--- config.mk ---
export PLATFORM = sky130hd
export DESIGN_NAME = vsdb_sweep
export DESIGN_NICKNAME = d
export VERILOG_FILES = /design/src/hw/rtl/vsdb_pkg.sv /design/src/hw/rtl/vsdb_sweep.sv
export SDC_FILE = /design/constraint.sdc
export NUM_CORES = 1
export LEC_CHECK = 0
export ABC_CLOCK_PERIOD_IN_PS = 5250
export BUFFER_PORTS_ARGS = -buffer_cell sky130_fd_sc_hd__buf_4
export CAP_MARGIN = 30
export CORE_MARGIN = 2
export CORE_UTILIZATION = 42
export DETAILED_ROUTE_END_ITERATION = 8
export GPL_TIMING_DRIVEN = 0
export PLACE_DENSITY = 0.64
export SYNTH_ARGS = -nofsm -noshare
export SYNTH_HDL_FRONTEND = slang
export SYNTH_SLANG_ARGS = --single-unit
--- constraint.sdc ---
create_clock -name clk_i -period 5.25 [get_ports clk_i]
set_input_delay 0.525 -clock clk_i [delete_from_list [all_inputs] [get_ports clk_i]]
set_output_delay 0.525 -clock clk_i [all_outputs]
set_load 0.02 [all_outputs]
--- src/hw/rtl/vsdb_pkg.sv ---
// vsdb_pkg: shared codes and control structs of the voxel store with dirty box
// no dependencies; used by vsdb_sweep, vsdb_box_track, the top level and the testbench

package vsdb_pkg;

  // request operation codes
  typedef enum logic [1:0] {
    OP_READ  = 2'd0,
    OP_WRITE = 2'd1,
    OP_CLEAR = 2'd2
  } op_e;

  // result status codes
  typedef enum logic [2:0] {
    ST_OUT_OF_BOUNDS = 3'd0,
    ST_UNCHANGED     = 3'd1,
    ST_CHANGED       = 3'd2,
    ST_READ_OK       = 3'd3,
    ST_CLEARED       = 3'd4
  } status_e;

  // fill sweep sequencer states
  typedef enum logic {
    SW_IDLE = 1'b0,
    SW_RUN  = 1'b1
  } sweep_state_e;

  // register index of fill_material, taken from paddr bit 2
  localparam logic REG_FILL_MATERIAL = 1'b0;

  // fill sweep control toward the top level
  typedef struct packed {
    logic busy;
    logic we;
  } sweep_t;

  // dirty box update request
  typedef struct packed {
    logic clear;
    logic grow;
  } box_ctl_t;

endpackage

--- src/hw/rtl/vsdb_sweep.sv ---
// vsdb_sweep: sequencer that rewrites every cell with the fill material
// depends on vsdb_pkg for state and control types

module vsdb_sweep #(
  parameter int CELLS = 32768,
  parameter int AW    = 15
) (
  input  logic             clk_i,
  input  logic             rst_ni,
  input  logic             restart_i,
  output vsdb_pkg::sweep_t ctl_o,
  output logic [AW-1:0]    addr_o
);

  vsdb_pkg::sweep_state_e state_q, state_d;
  logic [AW-1:0]          addr_q, addr_d;
  logic                   last;

  assign last = (addr_q == AW'(CELLS - 1));

  always_ff @(posedge clk_i or negedge rst_ni) begin
    if (!rst_ni) begin
      state_q <= vsdb_pkg::SW_RUN;
      addr_q  <= '0;
    end else begin
      state_q <= state_d;
      addr_q  <= addr_d;
    end
  end

  always_comb begin
    state_d    = state_q;
    addr_d     = addr_q;
    ctl_o.busy = 1'b0;
    ctl_o.we   = 1'b0;
    case (state_q)
      vsdb_pkg::SW_IDLE: begin
        if (restart_i) begin
          state_d = vsdb_pkg::SW_RUN;
          addr_d  = '0;
        end
      end
      vsdb_pkg::SW_RUN: begin
        ctl_o.busy = 1'b1;
        ctl_o.we   = 1'b1;
        if (restart_i) begin
          addr_d = '0;
        end else if (last) begin
          state_d = vsdb_pkg::SW_IDLE;
          addr_d  = '0;
        end else begin
          addr_d = addr_q + AW'(1);
        end
      end
      default: begin
        state_d = vsdb_pkg::SW_IDLE;
      end
    endcase
  end

  assign addr_o = addr_q;

endmodule

Word level (Yosys, flattened, before mapping)
Index checks and enable logic that the tools add are counted.
{"block": "op_classes", "add_sub_neg": 1, "n_eq_ne": 2, "n_mux": 9, "bitwise_logic": 1}
{"op": "2-to-1 mux 15 bit", "count": 3}
{"op": "one-hot mux 15 bit (2 select lines)", "count": 1}
{"op": "adder 15 x 1 -> 15 bit (second input constant)", "count": 1}
{"op": "equality test 15 bit (second input constant)", "count": 1}
{"op": "2-to-1 mux 1 bit", "count": 3}
{"op": "2-to-1 mux 2 bit", "count": 1}
{"op": "!= test 2 bit (second input constant)", "count": 1}
{"op": "one-hot mux 1 bit (2 select lines)", "count": 1}
{"op": "NOT 1 bit", "count": 1}
{"block": "word_totals", "register_bits": 16, "output_inout_bits": 17, "wordCells": 15}

Longest topological paths before layout
{"block": "logic_depth", "word_depth": 4, "mapped_depth": 5, "mapped_depth_nobuf": 5}

Least setup slack after synthesis
No wires, ideal clock.
{"block": "synth_path", "path_kind": "reg2reg", "startpoint": "register addr_q[2] (netlist: addr_o[2])", "endpoint": "register addr_q[9] (netlist: addr_o[9])", "setup_time_ps": 82, "arrival_ps": 1728, "required_ps": 5168, "slack_ps": 3439, "path_stages_with_launch": 6, "n_path_buf": 1, "cell_sequence": "dfrtp_1 -> nand4_4 -> or2_1 -> buf_6 -> or4_1 -> a31oi_1"}
{"block": "synth_via", "elab_chain_cells": 4, "word_cells_on_any_way": 5, "cone_classes": "1 x add/sub; 1 x eq/ne; 3 x mux"}
{"item": "start: declaration", "line_no": "vsdb_sweep.sv:16", "text": "logic [AW-1:0] addr_q, addr_d;"}
{"item": "start signal: assignment", "line_no": "vsdb_sweep.sv:27", "text": "addr_q <= addr_d;"}
{"item": "adder 15 x 1 -> 15 bit or equality test 15 bit (tied branches)", "line_no": "vsdb_sweep.sv:52, vsdb_sweep.sv:19"}
{"item": "2-to-1 mux 15 bit (*)", "line_no": "vsdb_sweep.sv:48", "text": "end else if (last) begin"}
{"item": "2-to-1 mux 15 bit (*)", "line_no": "vsdb_sweep.sv:46", "text": "if (restart_i) begin"}
{"item": "one-hot mux 15 bit (2 select lines) (*)", "line_no": "vsdb_sweep.sv:36", "text": "case (state_q)"}
Mark *: on every way between the ends. The rest lies on a longest branch, timed or not.
A chain may end at the register's enable or synchronous reset.

Final worst setup path
{"block": "layout_path", "startpoint": "register state_q", "endpoint": "register addr_q[14] (netlist: addr_o[14])"}
{"block": "layout_via", "elab_chain_cells": 2, "word_cells_on_any_way": 3, "cone_classes": "1 x eq/ne; 1 x mux; 1 x bitwise"}
{"item": "start: declaration", "line_no": "vsdb_sweep.sv:15", "text": "vsdb_pkg::sweep_state_e state_q, state_d;"}
{"item": "start signal: assignment", "line_no": "vsdb_sweep.sv:23", "text": "state_q <= vsdb_pkg::SW_RUN;"}
{"item": "start signal: assignment", "line_no": "vsdb_sweep.sv:26", "text": "state_q <= state_d;"}
{"item": "NOT 1 bit"}
{"item": "one-hot mux 15 bit (2 select lines) or != test 2 bit (tied branches)"}
Parallel ways exist; a longest one is shown, timed or not.

==> impl_summary.md <==
Detailed routing
The detailed router placed 830 vias in this run. After detailed routing, the total wire length is 1.99 mm. The DRC violations left is 0. Dividing the detail-routed wire length by the instance count gives 13.5 µm.

The number of iterations in the first detailed-routing pass is 4. After detailed routing, the number of vias per cell comes to 5.61. The count of nets left with antenna violations once routing finished came out at 0. The number of design-rule violations left by the first detailed-router iteration is 23.

Timing
Setup repair after global routing left no endpoint under its margin. The max-slew violation count is 0. The final worst hold slack is 0.0762 ns. The worst path meets setup with 3.36 ns of slack.

Across the routed clock network, the largest skew measured is 0.00747 ns. Headroom to the max-slew limit came out at 66.5%. The worst path uses 36.0% of the clock period. Setup violations remaining at the end of the flow were counted as 0.

At the pin with the least slew margin, the transition time is 0.502 ns. The highest clock rate is 529 MHz. The total negative slack for setup checks is 0 ns.

The hold violation total from the final report is 0. The post-route minimum period is 1.89 ns.

Final layout
The fraction of the core area covered by cells at the end of the flow is 55.4%. Compared with the post-synthesis result, the final layout area differs by 22.7%. Once layout is complete, the cells apart from fillers number 148. The post-route netlist has 23.1% of its cells at a drive strength greater than 1.

The number of nets in the finished design is 126. The post-layout instance area is 1100 µm². The diode insertion count for antenna repair is 0.

Setup path
In this run the critical register-to-register path is launched from state_q. Data on the critical path is required at its endpoint by 5.42 ns. In this run the worst setup path begins at state_q.

The largest driver fanout on the critical path is 10. For the worst setup path, the data arrival time is 2.06 ns. STA classifies the critical path endpoint as a register. By startpoint and endpoint, the worst setup path is classified as reg -> reg. The sort of element at the start of the critical path is a register.

Floorplan
The initial core utilization is 45.1%. The die is 50.2 µm wide. The floorplan row count is 16. The area of the die is 2520 µm². The floorplan step set the die height to 50.2 µm. 20 I/O pins were placed. The core outline area is 1980 µm².

Clock network
The CTS tree is built. The clock root buffer is sky130_fd_sc_hd__clkbuf_4. The number of hold buffers added after CTS is 0. The clock transition time at the flip-flop clock pins of the worst setup and hold paths is 0.09 ns. The number of setup buffers added after CTS is 0. The clock insertion delay at the later pin of the skew report is 0.29 ns. The CTS sink count is 16.

The buffer levels on the longest clock path is 2. The deepest level of the CTS H-tree is 1. Once the clock tree was built, the resizer swapped 0 gates to a different size. Clock tree synthesis inserted a total of 3 buffers.

Logic synthesis
The number of nets handed over by synthesis was 102. The portion of the post-synthesis area used by sequential elements is 44.9%. The mean cell area of the mapped netlist is 9.13 µm². The netlist uses 33 different library cells. In the synthesized netlist, the number of instances is 98. Counting flops and latches in the post-synthesis netlist gives 16.

The post-synth design cell area is 895 µm². Yosys printed 0 warnings.

Place
Counting tap cells, the placed design contains a total of 144 instances. The weighted congestion reported at the end of routability-driven placement is 0.794. Port buffering added 19 buffers. The placed instances occupy a cell area of 1070 µm².

The post-place setup slack is 3.36 ns. The post-detailed-placement half-perimeter wirelength is 1.41 mm.

Power
In this run the static leakage power is 0.461 nW. IR analysis of the VDD net gives a maximum drop of 0.000120 V. The total chip power is 0.220 mW. The areal power density over the cells is 201 nW/µm².

GRT
The initial antenna violation count is 0. The first global-routing pass estimated 3.48 mm of wire. The total overflow left after global routing is 0.

Entering global routing, the biggest net connects 17 pins. The global-route usage over all layers is 18.2%. The via count of the first global-routing pass is 780.

Outcome
The flow ran to the end, and the final reports show no timing, DRC or antenna violations.

Worst hold path
The path class of the lowest-slack min-delay path is in -> async.

Run
The number of max-cap violations is 0.
==> kinds of logic after synthesis <==
group	share of synthesized area, %
and+or+nand+nor	26.6
AOI/OAI and AO/OA	15.5
DFF	44.9
buffers and inverters	5.45
xor gates and xnor gates	4.90
muxes	1.26
adders and majority gates	1.40
==> final timing paths <==
check,endpoint,slack (ns),cells past startpoint
hold reg to reg,addr_o[8],0.59,2
setup reg to reg,addr_o[14],3.36,4
hold / removal,addr_o[7],0.08,1
setup / recovery,addr_o[14],3.36,4
min in group clk_i,addr_o[13],0.53,3
max in group asynchronous,state_q,4.91,1
==> Yosys cell counts <==
library cell | instances | area (µm²)
sky130_fd_sc_hd__dfrtp_1 | 15 | 375
sky130_fd_sc_hd__nor2_1 | 12 | 45.0
sky130_fd_sc_hd__nand2_1 | 9 | 33.8
sky130_fd_sc_hd__a31oi_1 | 4 | 25.0
sky130_fd_sc_hd__nand3_1 | 4 | 20.0
sky130_fd_sc_hd__nor3_1 | 4 | 20.0
sky130_fd_sc_hd__nor4_1 | 4 | 25.0
sky130_fd_sc_hd__o21ai_0 | 4 | 20.0
sky130_fd_sc_hd__a21oi_1 | 3 | 15.0
sky130_fd_sc_hd__clkbuf_1 | 3 | 11.3
sky130_fd_sc_hd__inv_1 | 3 | 11.3
sky130_fd_sc_hd__nand4_1 | 3 | 18.8
sky130_fd_sc_hd__o211ai_1 | 3 | 22.5
sky130_fd_sc_hd__or3_1 | 3 | 18.8
sky130_fd_sc_hd__xnor2_1 | 3 | 26.3
sky130_fd_sc_hd__a311oi_1 | 2 | 17.5
sky130_fd_sc_hd__buf_4 | 2 | 15.0
sky130_fd_sc_hd__xor2_1 | 2 | 17.5
sky130_fd_sc_hd__a41oi_1 | 1 | 8.76
sky130_fd_sc_hd__and4_1 | 1 | 8.76
sky130_fd_sc_hd__buf_6 | 1 | 11.3
sky130_fd_sc_hd__dfstp_2 | 1 | 26.3
sky130_fd_sc_hd__ha_1 | 1 | 12.5
sky130_fd_sc_hd__mux2_2 | 1 | 11.3
sky130_fd_sc_hd__nand2b_1 | 1 | 6.26
sky130_fd_sc_hd__nand4_4 | 1 | 21.3
sky130_fd_sc_hd__nor2b_1 | 1 | 6.26
sky130_fd_sc_hd__o21bai_1 | 1 | 7.51
sky130_fd_sc_hd__o22ai_1 | 1 | 6.26
sky130_fd_sc_hd__o31ai_1 | 1 | 7.51
sky130_fd_sc_hd__o41ai_1 | 1 | 8.76
sky130_fd_sc_hd__or2_1 | 1 | 6.26
sky130_fd_sc_hd__or4_1 | 1 | 7.51
==> final cells by class <==
type | instances | area [µm²]
fill | 200 | 885
sequential | 16 | 402
inverter | 3 | 11.3
buffer | 6 | 37.5
multi-input combinational | 73 | 444
timing repair buffer | 19 | 143
clock buffer | 4 | 26.3
tap | 27 | 33.8
==> worst max-delay path: stages, from the launching register on <==
cell	delay, ns
sky130_fd_sc_hd__dfstp_2	0.55
sky130_fd_sc_hd__clkbuf_1	0.34
sky130_fd_sc_hd__nand2_1	0.27
sky130_fd_sc_hd__nor4_1	0.25
sky130_fd_sc_hd__mux2_2	0.36
==> where the power goes <==
part,switching [mW],internal (mW),total [mW]
combinational,0.0132,0.00825,0.0215
sequential,0.00560,0.126,0.131
clock,0.0382,0.0295,0.0677
total,0.0570,0.164,0.220
==> state kept, by name, indices dropped and copies added (netlist names) <==
| signal | count |
|---|---|
| state_q | 1 |
| addr_o | 15 |
==> cell usage in the layout, fill, tap and decap left out, types with 4 or more instances in the layout <==
cell type,Yosys,layout
sky130_fd_sc_hd__nor2_1,12,12
sky130_fd_sc_hd__o21ai_0,4,4
sky130_fd_sc_hd__buf_4,2,21
sky130_fd_sc_hd__nand2_1,9,9
sky130_fd_sc_hd__nor3_1,4,4
sky130_fd_sc_hd__clkbuf_1,3,4
sky130_fd_sc_hd__dfrtp_1,15,15
sky130_fd_sc_hd__nand3_1,4,4
sky130_fd_sc_hd__nor4_1,4,4
sky130_fd_sc_hd__a31oi_1,4,4
==> routing by layer <==
layer | global-route usage (%) | routed length, µm | vias to the layer above
li1 | - | - | 406
met2 | 28.3 | 950 | 21
met4 | 9.72 | 14 | 0
met1 | 24.2 | 935 | 401
met5 | 0 | 0 | -
met3 | 2.68 | 91 | 2
No activity file was read; power rests on OpenSTA's default activity.
