**src/hw/rtl/vsdb_pkg.sv**
```systemverilog
// vsdb_pkg: shared codes and control structs of the voxel store with dirty box
// no dependencies; used by vsdb_sweep, vsdb_box_track, the top level and the testbench

package vsdb_pkg;

  // request operation codes
  typedef enum logic [1:0] {
    OP_READ  = 2'd0,
    OP_WRITE = 2'd1,
    OP_CLEAR = 2'd2
  } op_e;

  // result status codes
  typedef enum logic [2:0] {
    ST_OUT_OF_BOUNDS = 3'd0,
    ST_UNCHANGED     = 3'd1,
    ST_CHANGED       = 3'd2,
    ST_READ_OK       = 3'd3,
    ST_CLEARED       = 3'd4
  } status_e;

  // fill sweep sequencer states
  typedef enum logic {
    SW_IDLE = 1'b0,
    SW_RUN  = 1'b1
  } sweep_state_e;

  // register index of fill_material, taken from paddr bit 2
  localparam logic REG_FILL_MATERIAL = 1'b0;

  // fill sweep control toward the top level
  typedef struct packed {
    logic busy;
    logic we;
  } sweep_t;

  // dirty box update request
  typedef struct packed {
    logic clear;
    logic grow;
  } box_ctl_t;

endpackage

```
**src/hw/rtl/vsdb_box_track.sv**
```systemverilog
// vsdb_box_track: min/max bounding box of changed cells
// depends on vsdb_pkg for the update request struct

module vsdb_box_track #(
  parameter int CW = 5
) (
  input  logic                 clk_i,
  input  logic                 rst_ni,
  input  vsdb_pkg::box_ctl_t   ctl_i,
  input  logic [2:0][CW-1:0]   coord_i,
  output logic                 valid_o,
  output logic [2:0][CW-1:0]   min_o,
  output logic [2:0][CW-1:0]   max_o
);

  logic               valid_q, valid_d;
  logic [2:0][CW-1:0] min_q, min_d;
  logic [2:0][CW-1:0] max_q, max_d;

  always_ff @(posedge clk_i or negedge rst_ni) begin
    if (!rst_ni) begin
      valid_q <= 1'b0;
      min_q   <= '0;
      max_q   <= '0;
    end else begin
      valid_q <= valid_d;
      min_q   <= min_d;
      max_q   <= max_d;
    end
  end

  always_comb begin
    valid_d = valid_q;
    min_d   = min_q;
    max_d   = max_q;
    if (ctl_i.clear) begin
      valid_d = 1'b0;
      min_d   = '0;
      max_d   = '0;
    end else if (ctl_i.grow) begin
      valid_d = 1'b1;
      for (int a = 0; a < 3; a++) begin
        // first changed cell seeds the box
        if (!valid_q || (coord_i[a] < min_q[a])) begin
          min_d[a] = coord_i[a];
        end
        if (!valid_q || (coord_i[a] > max_q[a])) begin
          max_d[a] = coord_i[a];
        end
      end
    end
  end

  assign valid_o = valid_q;
  assign min_o   = min_q;
  assign max_o   = max_q;

endmodule

```
**config.mk**
```make
export PLATFORM = sky130hd
export DESIGN_NAME = vsdb_box_track
export DESIGN_NICKNAME = d
export VERILOG_FILES = /design/src/hw/rtl/vsdb_pkg.sv /design/src/hw/rtl/vsdb_box_track.sv
export SDC_FILE = /design/constraint.sdc
export NUM_CORES = 1
export LEC_CHECK = 0
export BUFFER_PORTS_ARGS = -buffer_cell sky130_fd_sc_hd__buf_2
export CAP_MARGIN = 20
export CORE_AREA = 2 2 75 77
export CTS_BUF_LIST = sky130_fd_sc_hd__clkbuf_4
export DETAILED_ROUTE_END_ITERATION = 10
export DIE_AREA = 0 0 77 79
export GPL_ROUTABILITY_DRIVEN = 0
export PLACE_DENSITY = 0.66
export SETUP_SLACK_MARGIN = 0.4
export SYNTH_ARGS = -nofsm -noshare
export SYNTH_HDL_FRONTEND = slang
export SYNTH_SLANG_ARGS = --single-unit
```
**constraint.sdc**
```tcl
create_clock -name clk_i -period 2.3 [get_ports clk_i]
set_clock_uncertainty 0.1 [all_clocks]
set_input_delay 0.46 -clock clk_i [delete_from_list [all_inputs] [get_ports clk_i]]
set_output_delay 0.46 -clock clk_i [all_outputs]
set_load 0.1 [all_outputs]
```
# Yosys cells after proc, flatten, opt, wreduce, memory -nomap -nowiden
# Cells that the tools add are included.
[op_classes]
magnitude_cmp = 6
muxes = 12
reduce_logical = 20
[ops]
columns = ["op", "n"]
rows = [
  ["$mux 15", 4],
  ["$mux 5", 6],
  ["$gt 5x5->1", 3],
  ["$lt 5x5->1", 3],
  ["$reduce_bool 2->1", 7],
  ["$reduce_and 2->1", 6],
  ["$logic_or 1x1->1", 6],
  ["$mux 1", 2],
  ["$logic_not 1->1", 1],
]
[word_totals]
register_bits = 31
inputBits = 19
out_inout_bits = 31
word_cells = 45

# Logic depth before layout (Yosys ltp)
# Gate-level depths: netlist of run 1.
[logic_depth]
depth_word = 5
depth_mapped = 6
ltp_nobuf = 6

# Least setup slack after synthesis of run 1
# No wires, ideal clock.
[synth_path]
path_kind = "flip-flop to flip-flop"
from = "reg max_q (netlist bit max_o[13])"
to = "reg max_q (netlist bit max_o[14])"
setup_time_ps = 124
t_arrival_ps = 2288
required_time_ps = 2076
slack_ps = -212
path_stages_with_launch = 7
path_buffers = 0
synth_period_minus_slack_ps = 2512
cell_sequence = "dfrtp_1 -> inv_1 -> ha_1 -> nand4_2 -> o211a_1 -> and2_1 -> a211o_1"
[synth_between]
elab_chain_cells = 4
[synth_lines]
columns = ["item", "line_no", "rtl"]
rows = [
  ["start, declared", "vsdb_box_track.sv:18", "logic [2:0][CW-1:0] max_q, max_d;"],
  ["start signal, assigned", "vsdb_box_track.sv:28", "max_q <= max_d;"],
  ["$gt 5x5->1", "vsdb_box_track.sv:47", "if (!valid_q || (coord_i[a] > max_q[a])) begin"],
  ["$logic_or 1x1->1", "vsdb_box_track.sv:47", ""],
  ["$reduce_bool 2->1 (no line)", "n/a", ""],
  ["$reduce_and 2->1 (no line)", "n/a", ""],
]
# No other way between the ends.
# A chain may end at the register's enable or synchronous reset.

# Worst setup path after layout of run 1
[layout_path]
from = "reg max_q (netlist bit max_o[7])"
to = "reg max_q (netlist bit max_o[8])"
# The elaborated chain is that of the path after synthesis.

==> impl_metrics.py, run 1 <==
metrics = {
    "power": {
        "seqPwrFrac_pct": 35.8,
        "p_sw_mw": 0.833,
        "power.density_nw_per_um2": 549,
        "fin_total_pwr_mw": 1.80,
        "clkPwrFrac_pct": 17.2,
        "intPower_mw": 0.964,
        "combinationalPowerShare_pct": 47.0,
        "ir_drop_uv": 386,
        "p_sw_share_pct": 46.4,
        "p_leak_nw": 1.41,
    },
    "clock_tree": {
        "cts-root-buf": "clkbuf_4",
        "clockBufferDepth": 2,
        "clk_pin_slew_ns": 0.10,
        "clkLatencyLatePin_ns": 0.34,
        "cts_tree": "built",
        "cts_sinks": 31,
        "cts_buffers": 5,
        "htree_levels": 2,
    },
    "cells_and_area": {
        "area_growth_pct": 43.7,
        "drive_above_1_share_pct": 55.3,
        "diodes": 0,
        "fin_util_pct": 61.3,
        "fin_nets": 350,
        "layout_commonest_cell": "buf_2",
        "final_cell_mix": "50 x buf_2, 31 x inv_1, 19 x dfrtp_4",
    },
    "logic_synthesis": {
        "yosysSeqAreaShare_pct": 34.1,
        "avgSynthCellArea_sq_um": 9.73,
        "synthCells": 234,
        "yosysWarnings": 0,
        "ys_seq_elements": 31,
        "syn-num-nets": 280,
        "netlist_area_sq_um": 2280,
        "ys_types": 41,
    },
    "drt": {
        "met3_length_um": 305,
        "wirelength_mm": 6.29,
        "drt-met1-wl_mm": 2.90,
        "num_vias": 2172,
        "drtIter0Drc": 141,
        "dr_wl_met2_mm": 2.95,
        "ant_nets": 0,
        "routed_via_density": 5.78,
        "wl_per_cell_um": 16.7,
        "dr.pass1.iters": 4,
        "top_layer": "met4",
        "drc": 0,
    },
    "flow_run": {
        "timing.max_cap.violations": 0,
    },
    "floorplanning": {
        "die_w_um": 77,
        "core-area_sq_um": 5340,
        "pin_count": 50,
        "start_util_pct": 42.7,
        "die_y_um": 79,
        "num_rows": 27,
        "die_area_sq_um": 6080,
    },
    "min_path": {
        "hp-class": "in2async",
    },
    "outcome": {
        "status": "finished, final reports clean",
    },
    "worst_setup_path": {
        "crit_required_ns": 2.43,
        "crit_type": "reg2reg",
        "cp-end-kind": "register",
        "arrival_ns": 2.12,
        "cp-start-kind": "register",
        "crit_fanout": 5,
    },
    "global_route": {
        "track_usage_pct": 21.5,
        "grt_first_pass_wirelength_mm": 10.3,
        "grt_pass1_vias": 2098,
        "gr-total-overflow": 0,
        "antenna_found_initial": 0,
        "grt_max_degree": 32,
    },
    "sta": {
        "fin_crit_sh_pct": 86.2,
        "rsz0062_at_grt": "yes",
        "fin_hold_ws_ns": 0.0636,
        "fin_tns_setup_ns": 0,
        "fmax_mhz": 504,
        "slew_headroom_pct": 52.1,
        "tightest_slew_ns": 0.718,
        "fin_crit_ns": 1.98,
        "finalSetupViolations": 0,
        "timing.final.ws_setup_ns": 0.318,
        "maxSlewViolCount": 0,
        "finalHoldViolCount": 0,
    },
    "placement": {
        "dp_hpwl_mm": 4.23,
        "io_buffers": 49,
        "preCtsSetupSlack_ns": 0.135,
    },
}
==> timing repair <==
action	CTS	global route
resized for setup	12	16
hold buffers	0	0
pin swaps	7	9
gates cloned	2	1
buffers inserted	12	3
endpoints found under the setup margin	10	20
==> worst max-delay path, cell delays in order, from the launching register on <==
cell and delay [ns]:
dfrtp_4 0.49, inv_2 0.07, ha_4 0.19, a211o_1 0.26, o211ai_1 0.14, buf_4 0.22, a2111oi_2 0.08, a311o_1 0.33
==> synthesized netlist by cell type, drive strengths merged <==
| master | n | area (sq um) |
|---|---|---|
| a21o | 4 | 30.0 |
| buf | 3 | 17.5 |
| ha | 27 | 338 |
| nor2b | 5 | 38.8 |
| a32o | 8 | 80.1 |
| a21oi | 7 | 35.0 |
| and2 | 1 | 6.26 |
| clkbuf | 4 | 15.0 |
| a31oi | 2 | 12.5 |
| nor3 | 4 | 20.0 |
| dfrtp | 31 | 776 |
| a22o | 3 | 26.3 |
| a211oi | 1 | 7.51 |
| o211ai | 4 | 35.0 |
| o32ai | 2 | 17.5 |
| nand4 | 3 | 31.3 |
| o31ai | 2 | 15.0 |
| a32oi | 3 | 26.3 |
| o21ai | 7 | 42.5 |
| a31o | 2 | 17.5 |
| nand3 | 2 | 10.0 |
| a311o | 10 | 100 |
| nor2 | 4 | 15.0 |
| o21a | 5 | 37.5 |
| inv | 44 | 165 |
| and3 | 13 | 81.3 |
| a2111oi | 12 | 123 |
| o22ai | 2 | 12.5 |
| o211a | 3 | 45.0 |
| a211o | 7 | 61.3 |
| nand2 | 7 | 26.3 |
| nand2b | 2 | 12.5 |
==> logic make-up (layout without fill, tap and decap cells) <==
family / Yosys count / in the layout / share of synthesized area [%]
flops: 31 / 31 / 34.1
compound gates: 84 / 86 / 31.8
fa+ha+maj: 27 / 27 / 14.8
simple gates: 41 / 41 / 10.6
buf+inv: 51 / 119 / 8.68
==> worst paths after layout <==
check,slack (ns),start,to,cells after the start
worst max-delay path,0.32,max_o[7],max_o[8],7
worst max register to register,0.32,max_o[7],max_o[8],7
min in group clk_i,0.31,coord_i[0],min_o[0],2
worst min-delay path,0.06,rst_ni,min_o[11],1
worst min register to register,0.42,min_o[1],min_o[1],1
max in group asynchronous,1.49,rst_ni,max_o[11],1
==> flip-flops by register name, summed over array words and instances, names as in the netlist <==
name and count:
max_o 15, min_o 15, valid_o 1
==> power groups by stage <==
stage               sequential (mW)  clock, mW  combinational [mW]
floorplan                     0.951          0               0.298
global placement              0.655          0               0.737
detailed placement            0.657          0               0.746
CTS                           0.642      0.317               0.803
global route                  0.651      0.343               0.903
finish                        0.643      0.308               0.845
==> stage by stage <==
| stage | cell area [sq um] | cells |
|---|---|---|
| floorplan | 2580 | 234 |
| global placement | 2900 | 351 |
| detailed placement | 2900 | 351 |
| CTS | 3140 | 372 |
| global route | 3270 | 376 |
| finish | 3270 | 376 |
==> final cells by class <==
class | count | area [sq um]
sequential | 31 | 862
clock inverter | 2 | 8.76
inverter | 44 | 175
fill | 479 | 2060
tap | 72 | 90.1
clock buffer | 5 | 37.5
timing repair buffer | 68 | 397
multi-input combinational | 154 | 1700
==> routing by layer <==
metal / vias up / GRT usage, %
li1: 1042 / -
met1: 1046 / 29.2
met2: 68 / 34.1
met3: 16 / 3.75
met4: 0 / 8.93
met5: - / 0
No activity file was read; power rests on OpenSTA's default activity.
==> run 2: changes to the inputs <==
Settings changed: GPL_TIMING_DRIVEN set to 0.
==> impl_metrics.py, run 2 (synthesis results as in run 1) <==
metrics = {
    "clock_tree": {
        "cts-root-buf": "clkbuf_4",
        "cts_tree": "built",
        "clockBufferDepth": 2,
        "cts_sinks": 31,
        "clkLatencyLatePin_ns": 0.34,
        "ctsHoldBuffers": 0,
        "htree_levels": 2,
        "clk_pin_slew_ns": 0.12,
        "cts_buffers": 5,
    },
    "worst_setup_path": {
        "worstSetupStartpoint": "max_o[2]",
        "path_delay_family": "compound AO/OA/AOI/OAI gates",
        "cp-start-kind": "register",
        "crit_required_ns": 2.44,
        "path_depth": 6,
        "cp_slowest_stage_delay_ns": 0.50,
        "arrival_ns": 2.11,
        "critPathBufInv": 1,
        "crit_path_end": "max_o[4]",
        "rrSetupSlack_ns": 0.33,
        "cp-end-kind": "register",
        "r2r-end": "max_o[4]",
        "crit_fanout": 5,
        "crit_chain": "inv_2 > ha_4 > a211o_1 > o211ai_4 > a2111oi_2 > a311o_1",
        "crit_type": "reg2reg",
        "r2r-start": "max_o[2]",
        "crit_path_top_delay_cell": "dfrtp_4",
        "reg2reg_depth": 6,
    },
    "cells_and_area": {
        "area_growth_pct": 48.8,
        "fin_util_pct": 63.5,
        "fin_nets": 360,
        "final_cell_mix": "50 x buf_2, 31 x inv_1, 22 x buf_4",
        "layout_commonest_cell": "buf_2",
        "seq_area_sq_um": 862,
        "nFillCells": 469,
        "drive_above_1_share_pct": 55.9,
        "stdcell_count": 387,
        "diodes": 0,
        "multiInputGateArea_sq_um": 1740,
        "fin_area_sq_um": 3390,
    },
    "drt": {
        "wirelength_mm": 6.70,
        "drc": 0,
        "wl_per_cell_um": 17.3,
        "routed_via_density": 5.74,
        "ant_nets": 0,
        "num_vias": 2222,
        "drtIter0Drc": 115,
        "dr.pass1.iters": 4,
    },
    "placement": {
        "io_buffers": 47,
        "preCtsSetupSlack_ns": 0.111,
        "dp_cells": 353,
        "dp_hpwl_mm": 4.37,
        "dpl_cell_area_sq_um": 2900,
    },
    "power": {
        "p_sw_share_pct": 44.0,
        "intPower_mw": 1.09,
        "combinationalPowerShare_pct": 44.8,
        "p_sw_mw": 0.858,
        "fin_total_pwr_mw": 1.95,
        "clkPwrFrac_pct": 22.3,
        "p_leak_nw": 1.46,
        "ir_drop_uv": 387,
        "power.density_nw_per_um2": 576,
        "seqPwrFrac_pct": 32.9,
    },
    "sta": {
        "fmax_mhz": 508,
        "slew_headroom_pct": 47.7,
        "tightest_slew_ns": 0.784,
        "finalHoldViolCount": 0,
        "fin_crit_sh_pct": 85.6,
        "rsz0062_at_grt": "yes",
        "maxSlewViolCount": 0,
        "finalSetupViolations": 0,
        "fin_tns_setup_ns": 0,
        "timing.final.ws_setup_ns": 0.330,
        "fin_hold_ws_ns": 0.0619,
        "fin_crit_ns": 1.97,
    },
    "outcome": {
        "status": "finished, final reports clean",
    },
    "floorplanning": {
        "die_y_um": 79,
        "die_area_sq_um": 6080,
        "core-area_sq_um": 5340,
        "num_rows": 27,
        "die_w_um": 77,
        "start_util_pct": 42.7,
        "pin_count": 50,
    },
    "min_path": {
        "hp-class": "in2async",
    },
    "global_route": {
        "grt_pass1_vias": 2193,
        "track_usage_pct": 22.1,
        "grt_use_met1_pct": 30.3,
        "gr-total-overflow": 0,
        "top_usage_layer": "met2",
        "antenna_found_initial": 0,
        "grt_first_pass_wirelength_mm": 10.8,
        "use_met2_pct": 36.4,
        "grt_max_degree": 32,
        "grt_use_met3_pct": 3.75,
    },
    "flow_run": {
        "timing.max_cap.violations": 0,
    },
}
==> run 2: layer usage <==
layer	share of wire (%)	vias up	routed length [um]
met5	0	-	0
met2	48	49	3180
li1	-	1067	-
met1	48	1098	3190
met3	3.7	8	251
met4	1.1	0	77
==> run 2: area by class of cell <==
| cell class | instances | area share, % |
|---|---|---|
| Timing Repair Buffer | 70 | 12.3 |
| Clock buffer | 5 | 1.11 |
| Sequential cell | 31 | 25.4 |
| Buffer | 7 | 0.960 |
| Tap cell | 72 | 2.66 |
| Inverter | 44 | 5.17 |
| Multi-Input combinational cell | 155 | 51.2 |
| Clock inverter | 3 | 1.14 |
==> run 2: how the worst min path moves through the flow <==
stage | from | to | slack [ns] | depth (start not counted)
finish | rst_ni | max_o[2] | 0.06 | 1
global route | rst_ni | min_o[14] | 0.11 | 1
CTS | rst_ni | max_o[2] | 0.09 | 1
detailed placement | min_o[1] | min_o[1] | 0.40 | 1
global placement | min_o[1] | min_o[1] | 0.40 | 1
floorplan | rst_ni | max_o[0] | 0.06 | 0
==> run 2: repair_timing <==
action	4_1_cts	5_1_grt
cloned	3	1
setup buffers	14	8
gates resized for setup	18	11
setup endpoints to repair	13	19
pin swaps	19	17
==> run 2: power groups by stage <==
stage / sequential, mW / clock, mW / combinational, mW
finish: 0.642 / 0.435 / 0.874
global route: 0.648 / 0.469 / 0.934
CTS: 0.641 / 0.449 / 0.826
detailed placement: 0.657 / 0 / 0.747
global placement: 0.655 / 0 / 0.734
floorplan: 0.951 / 0 / 0.298
